$ cat config.mk
export PLATFORM = sky130hd
export DESIGN_NAME = inverse_transform_4x4
export DESIGN_NICKNAME = d
export VERILOG_FILES = /design/src/itx_pkg.sv /design/src/inverse_transform_4x4.sv /design/src/itx_col_pass.sv /design/src/itx_row_pass.sv
export SDC_FILE = /design/constraint.sdc
export NUM_CORES = 2
export LEC_CHECK = 0
export BUFFER_PORTS_ARGS = -buffer_cell sky130_fd_sc_hd__buf_2
export CORE_MARGIN = 2
export CORE_UTILIZATION = 25
export DETAILED_ROUTE_END_ITERATION = 8
export GPL_TIMING_DRIVEN = 0
export PLACE_DENSITY_LB_ADDON = 0.1
export SETUP_SLACK_MARGIN = 0.15
export SKIP_CTS_REPAIR_TIMING = 1
export SLEW_MARGIN = 20
export SYNTH_ARGS = -nofsm -noshare
export SYNTH_HDL_FRONTEND = slang
export SYNTH_HIERARCHICAL = 1
export SYNTH_SLANG_ARGS = --single-unit
$ cat constraint.sdc
create_clock -name i_clk -period 14.9 [get_ports i_clk]
set_input_delay 2.98 -clock i_clk [delete_from_list [all_inputs] [get_ports i_clk]]
set_output_delay 2.98 -clock i_clk [all_outputs]
set_load 0.1 [all_outputs]
$ cat src/itx_pkg.sv
// Shared types and constants for the 4x4 inverse integer transform.
// Depends on nothing; used by every module of the block.
package itx_pkg;

    localparam int unsigned ROUND_BIAS = 32;
    localparam int unsigned ROUND_SHIFT = 6;
    localparam logic [1:0] LAST_ROW_IDX = 2'd3;
    localparam logic [2:0] ROWS_PER_BLOCK = 3'd4;

    typedef logic [3:0][15:0] t_vec4;
    typedef logic [3:0][3:0][15:0] t_blk;

    typedef struct packed {
        logic signed [15:0] coef_0;
        logic signed [15:0] coef_1;
        logic signed [15:0] coef_2;
        logic signed [15:0] coef_3;
    } t_coef_row;

    typedef struct packed {
        logic signed [15:0] pel_0;
        logic signed [15:0] pel_1;
        logic signed [15:0] pel_2;
        logic signed [15:0] pel_3;
        logic        [1:0]  row_number;
        logic               last_row;
    } t_pel_row;

endpackage

$ cat src/inverse_transform_4x4.sv
// Top level of the 4x4 inverse integer transform: row buffer, column pass,
// intermediate bank, row pass and output register. Depends on itx_pkg,
// itx_col_pass and itx_row_pass.
//
// Coefficient rows enter one per cycle while o_in_stall is low, top row first.
// The first three rows are buffered; the transfer of the fourth runs the column
// pass into a bank of intermediates in the same cycle. The bank then drains one
// result row per cycle while the output is not stalled, through the row pass into
// the output register, rows 0 to 3, with last_row set on row 3. The first result
// row goes to the output register once the fourth row is in; intake and drain
// overlap, so with no downstream stall the block sustains one row per cycle. The
// fourth row of the next block is held off only while the bank still has more
// than one row to drain, or its one remaining row is held by a downstream stall.
module inverse_transform_4x4 (
    input  logic               i_clk,
    input  logic               i_rst_n,
    input  logic               i_in_valid,
    input  itx_pkg::t_coef_row i_in_data,
    output logic               o_in_stall,
    output logic               o_out_valid,
    output itx_pkg::t_pel_row  o_out_data,
    input  logic               i_out_stall
);
    import itx_pkg::*;

    t_vec4      r_coef [3];
    t_blk       r_mid;
    logic [1:0] r_rows, n_rows;
    logic [2:0] r_pend, n_pend;
    logic [1:0] r_idx, n_idx;
    logic       r_out_valid, n_out_valid;
    t_pel_row   r_out;

    t_vec4 in_row;
    t_blk  col_mid;
    t_vec4 row_pel;
    logic  in_xfer, adv, mid_free, blk_done;

    assign in_row   = {i_in_data.coef_3, i_in_data.coef_2, i_in_data.coef_1, i_in_data.coef_0};
    assign adv      = (r_pend != 3'd0) && (!r_out_valid || !i_out_stall);
    assign mid_free = (r_pend == 3'd0) || ((r_pend == 3'd1) && adv);
    assign o_in_stall = (r_rows == LAST_ROW_IDX) && !mid_free;
    assign in_xfer  = i_in_valid && !o_in_stall;
    assign blk_done = in_xfer && (r_rows == LAST_ROW_IDX);

    itx_col_pass u_col (
        .i_row0 (r_coef[0]),
        .i_row1 (r_coef[1]),
        .i_row2 (r_coef[2]),
        .i_row3 (in_row),
        .o_mid  (col_mid)
    );

    itx_row_pass u_row (
        .i_mid (r_mid[r_idx]),
        .o_pel (row_pel)
    );

    always_comb begin
        n_rows      = in_xfer ? r_rows + 2'd1 : r_rows;
        n_pend      = adv ? r_pend - 3'd1 : r_pend;
        n_idx       = adv ? r_idx + 2'd1 : r_idx;
        n_out_valid = adv ? 1'b1 : (r_out_valid && i_out_stall);
        if (blk_done) begin
            n_pend = ROWS_PER_BLOCK;
            n_idx  = 2'd0;
        end
    end

    always_ff @(posedge i_clk) begin
        if (!i_rst_n) begin
            r_rows      <= 2'd0;
            r_pend      <= 3'd0;
            r_idx       <= 2'd0;
            r_out_valid <= 1'b0;
        end else begin
            r_rows      <= n_rows;
            r_pend      <= n_pend;
            r_idx       <= n_idx;
            r_out_valid <= n_out_valid;
        end
    end

    always_ff @(posedge i_clk) begin
        for (int k = 0; k < 3; k++) begin
            if (in_xfer && (r_rows == 2'(k))) begin
                r_coef[k] <= in_row;
            end
        end
        if (blk_done) begin
            r_mid <= col_mid;
        end
        if (adv) begin
            r_out.pel_0      <= signed'(row_pel[0]);
            r_out.pel_1      <= signed'(row_pel[1]);
            r_out.pel_2      <= signed'(row_pel[2]);
            r_out.pel_3      <= signed'(row_pel[3]);
            r_out.row_number <= r_idx;
            r_out.last_row   <= (r_idx == LAST_ROW_IDX);
        end
    end

    assign o_out_valid = r_out_valid;
    assign o_out_data  = r_out;

    a_bank_free: assert property (@(posedge i_clk) disable iff (!i_rst_n)
        blk_done |-> mid_free)
        else $error("intermediate bank overwritten before drained");

    a_last_flag: assert property (@(posedge i_clk) disable iff (!i_rst_n)
        o_out_valid |-> (o_out_data.last_row == (o_out_data.row_number == LAST_ROW_IDX)))
        else $error("last_row flag does not match row number");

    a_pend_range: assert property (@(posedge i_clk) disable iff (!i_rst_n)
        (r_pend != 3'd0) |-> (r_idx == 2'(ROWS_PER_BLOCK - r_pend)))
        else $error("drain index out of step with pending count");

    a_pend_hold: assert property (@(posedge i_clk) disable iff (!i_rst_n)
        (r_pend != 3'd0 && !adv && !blk_done) |=> (r_pend == $past(r_pend)))
        else $error("pending count moved without an output transfer");

endmodule

$ cat src/itx_col_pass.sv
// Column butterfly of the 4x4 inverse transform, 16-bit wrapping arithmetic.
// Depends on itx_pkg.
module itx_col_pass (
    input  itx_pkg::t_vec4 i_row0,
    input  itx_pkg::t_vec4 i_row1,
    input  itx_pkg::t_vec4 i_row2,
    input  itx_pkg::t_vec4 i_row3,
    output itx_pkg::t_blk  o_mid
);
    import itx_pkg::*;

    always_comb begin
        logic signed [15:0] s0, s1, s2, s3, e0, e1, o0, o1;
        for (int c = 0; c < 4; c++) begin
            s0 = signed'(i_row0[c]);
            s1 = signed'(i_row1[c]);
            s2 = signed'(i_row2[c]);
            s3 = signed'(i_row3[c]);
            e0 = s0 + s2;
            e1 = s0 - s2;
            o0 = (s1 >>> 1) - s3;
            o1 = s1 + (s3 >>> 1);
            o_mid[0][c] = e0 + o1;
            o_mid[1][c] = e1 + o0;
            o_mid[2][c] = e1 - o0;
            o_mid[3][c] = e0 - o1;
        end
    end

endmodule

$ cat src/itx_row_pass.sv
// Row butterfly of the 4x4 inverse transform with rounding and final scaling.
// Depends on itx_pkg.
module itx_row_pass (
    input  itx_pkg::t_vec4 i_mid,
    output itx_pkg::t_vec4 o_pel
);
    import itx_pkg::*;

    always_comb begin
        logic signed [18:0] t0, t1, t2, t3;
        logic signed [18:0] e0, e1, o0, o1;
        logic signed [18:0] bias;
        logic signed [18:0] y0, y1, y2, y3;
        t0 = 19'(signed'(i_mid[0]));
        t1 = 19'(signed'(i_mid[1]));
        t2 = 19'(signed'(i_mid[2]));
        t3 = 19'(signed'(i_mid[3]));
        bias = 19'(ROUND_BIAS);
        e0 = t0 + t2;
        e1 = t0 - t2;
        o0 = (t1 >>> 1) - t3;
        o1 = t1 + (t3 >>> 1);
        y0 = (e0 + o1 + bias) >>> ROUND_SHIFT;
        y1 = (e1 + o0 + bias) >>> ROUND_SHIFT;
        y2 = (e1 - o0 + bias) >>> ROUND_SHIFT;
        y3 = (e0 - o1 + bias) >>> ROUND_SHIFT;
        o_pel[0] = y0[15:0];
        o_pel[1] = y1[15:0];
        o_pel[2] = y2[15:0];
        o_pel[3] = y3[15:0];
    end

endmodule
==> results.md <==
* Worst hold path cell count at 0
* First-pass GRT wire length at 194.2 mm
* Distinct cell type count after synthesis at 94
* GR Util met2 at 21.81%
* Pre-antenna DRT Iters at 5
* Synthesis-stage register bit count at 523
* Vias per cell at 4.521
* Tmin final at 7.301 ns
* Via count at 32,730
* Syn avg cell area at 9.945 sq um
* Antenna violations before repair at 4
* Die Y at 431.4 um
* Clock-pin slew on the worst setup and hold paths at 0.06 ns
* Max FO, Critical Path at 10
* Overall die area at 186,100 sq um
* Area growth syn-to-layout at 14.12%
* CP Capture Type: register
* Placed cells at 7,108
* Gpl congestion at 0.8117
* Ys flop type: edfxtp_1
* Worst Reg-to-Reg Cells at 25
* Final TNS setup at 0 ns
* Critical path class: reg -> reg
* CTS Buf Count at 73
* Cell Rows at 156
* Clk sinks at 523
* M1 GR Usage at 19.31%
* Critical Path RT at 15.33 ns
* Total congestion overflow at 0
* Final worst-path cycle share at 49.00%
* Setup violators final at 0
* Fmax at 137.0 MHz
* Yosys warns at 6
* Syn Nets at 5,359
* Die W at 431.4 um
* Fin util at 28.77%
* Synth Instances at 4,592
* Detailed-route wire length per cell at 17.69 um
* Post-synth top area share at 33.86%
* Max-Cap Viols at 0
* Vias in the first global route at 32,280
* RSZ-0062 raised after global routing: false
* Post-synth top area cell: edfxtp_1
* Outcome: complete, no violations
* Fin cells at 7,240
* Critical Path Source Type: register
* Initial Util at 25.21%
* Met3 global-route usage at 1.653%
* Number of flops mapped to enable cells by yosys at 515
* Worst Tran Pin Value at 0.9527 ns
* Hold crit path type: reg -> reg
* Count leader, synth: ha_1
* Number of port buffers at 136
* Pin count of the biggest net entering global routing at 108
* Area of the mapped netlist at 45,670 sq um
* Rel. slew slack at 35.68%
* DP HPWL at 105.3 mm
* H-tree lvl count at 3
* CTS root buffer: clkbuf_16
* I/O Pins at 137
* TritonCTS clock tree: done
* Commonest cells post-synth: ha_1 (663), inv_1 (536), edfxtp_1 (515), xnor2_1 (384), a21oi_1 (363)
* CTS Buffer Depth at 3
* DRC viols at 0
* Final Max Slew Viols at 0
* Layout Nets at 5,580
* Clock Latency Late Sink at 0.69 ns
* Largest cells by area after synthesis: edfxtp_1 (34%), ha_1 (18%), xnor2_1 (7.4%)
* Sequential-to-total area share from yosys stat at 34.22%
* Clock Skew at 0.03802 ns
* Ys async rst share at 0%
* Core ar. at 181,100 sq um
* GRT Max-Usage Layer: met2
* Layout cells sized above 1 at 9.037%
* Final hold violation count at 0
* DRT antenna net count at 0
* Worst Path Arrival at 7.73 ns
* Total track usage at 13.61%
* Routed WL at 128.1 mm
* DRC marker count from the first detailed-route iteration at 1,807
## path summary, 6_finish.rpt
path                          from                        to  slack [ns]
min reg2reg  r_idx[1]$_SDFFE_PP0P_   o_out_data[2]$_DFFE_PP_        0.50
max          r_idx[1]$_SDFFE_PP0P_  o_out_data[14]$_DFFE_PP_        7.60
min          r_idx[1]$_SDFFE_PP0P_   o_out_data[2]$_DFFE_PP_        0.50
max reg2reg  r_idx[1]$_SDFFE_PP0P_  o_out_data[14]$_DFFE_PP_        7.60
## state kept, by name (all words and copies together), names as in the netlist
signal,cells
r_idx,2
o_out_valid,1
o_out_data,67
r_pend,3
r_rows,2
r_mid,256
r_coef,192
## cell usage in the layout, fill, tap and decap left out, types with 35 or more instances in the layout
master       n
a21oi_1    363
nand2b_1    60
inv_1      535
nor2_1     359
clkbuf_1   106
a211oi_1    35
or3_1       36
o21bai_1   105
o21ai_0    155
o31ai_1     35
nor2b_1     77
nor3_1      83
a21o_1     105
buf_2      149
nand3_1     72
mux4_2      64
fa_1        36
ha_1       663
o21a_1      48
xor2_1     149
edfxtp_1   515
clkbuf_16   74
nand2_1    139
xnor2_1    384
## metal layers
layer,wire (um),up-vias
met4,2578,0
met3,3757,103
met2,57430,435
li1,-,16750
met5,0,-
met1,64310,15440
## cell families after synthesis
| kind of cell | after synthesis | synth area share [%] |
|---|---|---|
| xor gates and xnor gates | 533 | 10.22 |
| DFF | 523 | 34.22 |
| and+or+nand+nor | 985 | 10.57 |
| buffers and inverters | 681 | 6.022 |
| muxes | 72 | 3.337 |
| AOI/OAI and AO/OA | 1098 | 15.86 |
| adders and majority gates | 700 | 19.77 |
## area by class of cell
| type | count | area [sq um] |
|---|---|---|
| Fill cell | 19060 | 129000 |
| Multi-Input combinational cell | 3388 | 27310 |
| Sequential cell | 523 | 15630 |
| Tap cell | 2370 | 2965 |
| Inverter | 537 | 2023 |
| Clock buffer | 82 | 1892 |
| Timing Repair Buffer | 146 | 955.9 |
| Buffer | 144 | 734.5 |
| Clock inverter | 49 | 610.6 |
| Antenna cell | 1 | 2.502 |
## stage by stage
stage          setup WS (ns)  instance area [sq um]  hold WS (ns)
6_report               7.599                  52120        0.5013
2_1_floorplan          6.066                  45670        0.4489
3_3_place_gp           3.109                  49310        0.4943
4_1_cts                7.520                  52110        0.5100
5_1_grt                7.015                  52120        0.5257
3_5_place_dp           7.216                  49610        0.5013
## worst max-delay path, cell delays in order (launching register included)
cell,delay (ns)
dfxtp_1,0.37
buf_2,0.30
buf_2,0.51
mux4_2,0.50
ha_1,0.27
inv_1,0.07
fa_1,0.21
nor2b_1,0.06
o21ai_0,0.20
a21boi_0,0.16
o21a_1,0.20
o21ai_0,0.26
a21oi_1,0.18
o31ai_1,0.37
a21oi_1,0.18
o21ai_0,0.35
a21boi_0,0.24
a21oi_1,0.24
ha_1,0.34
or3_1,0.40
nor4_1,0.22
a31oi_1,0.09
and3_1,0.23
or4_4,0.56
a21boi_0,0.14
or3_1,0.37
Power is not shown: default switching activity piles up to over one toggle a cycle in this logic, so the estimate is an artifact.
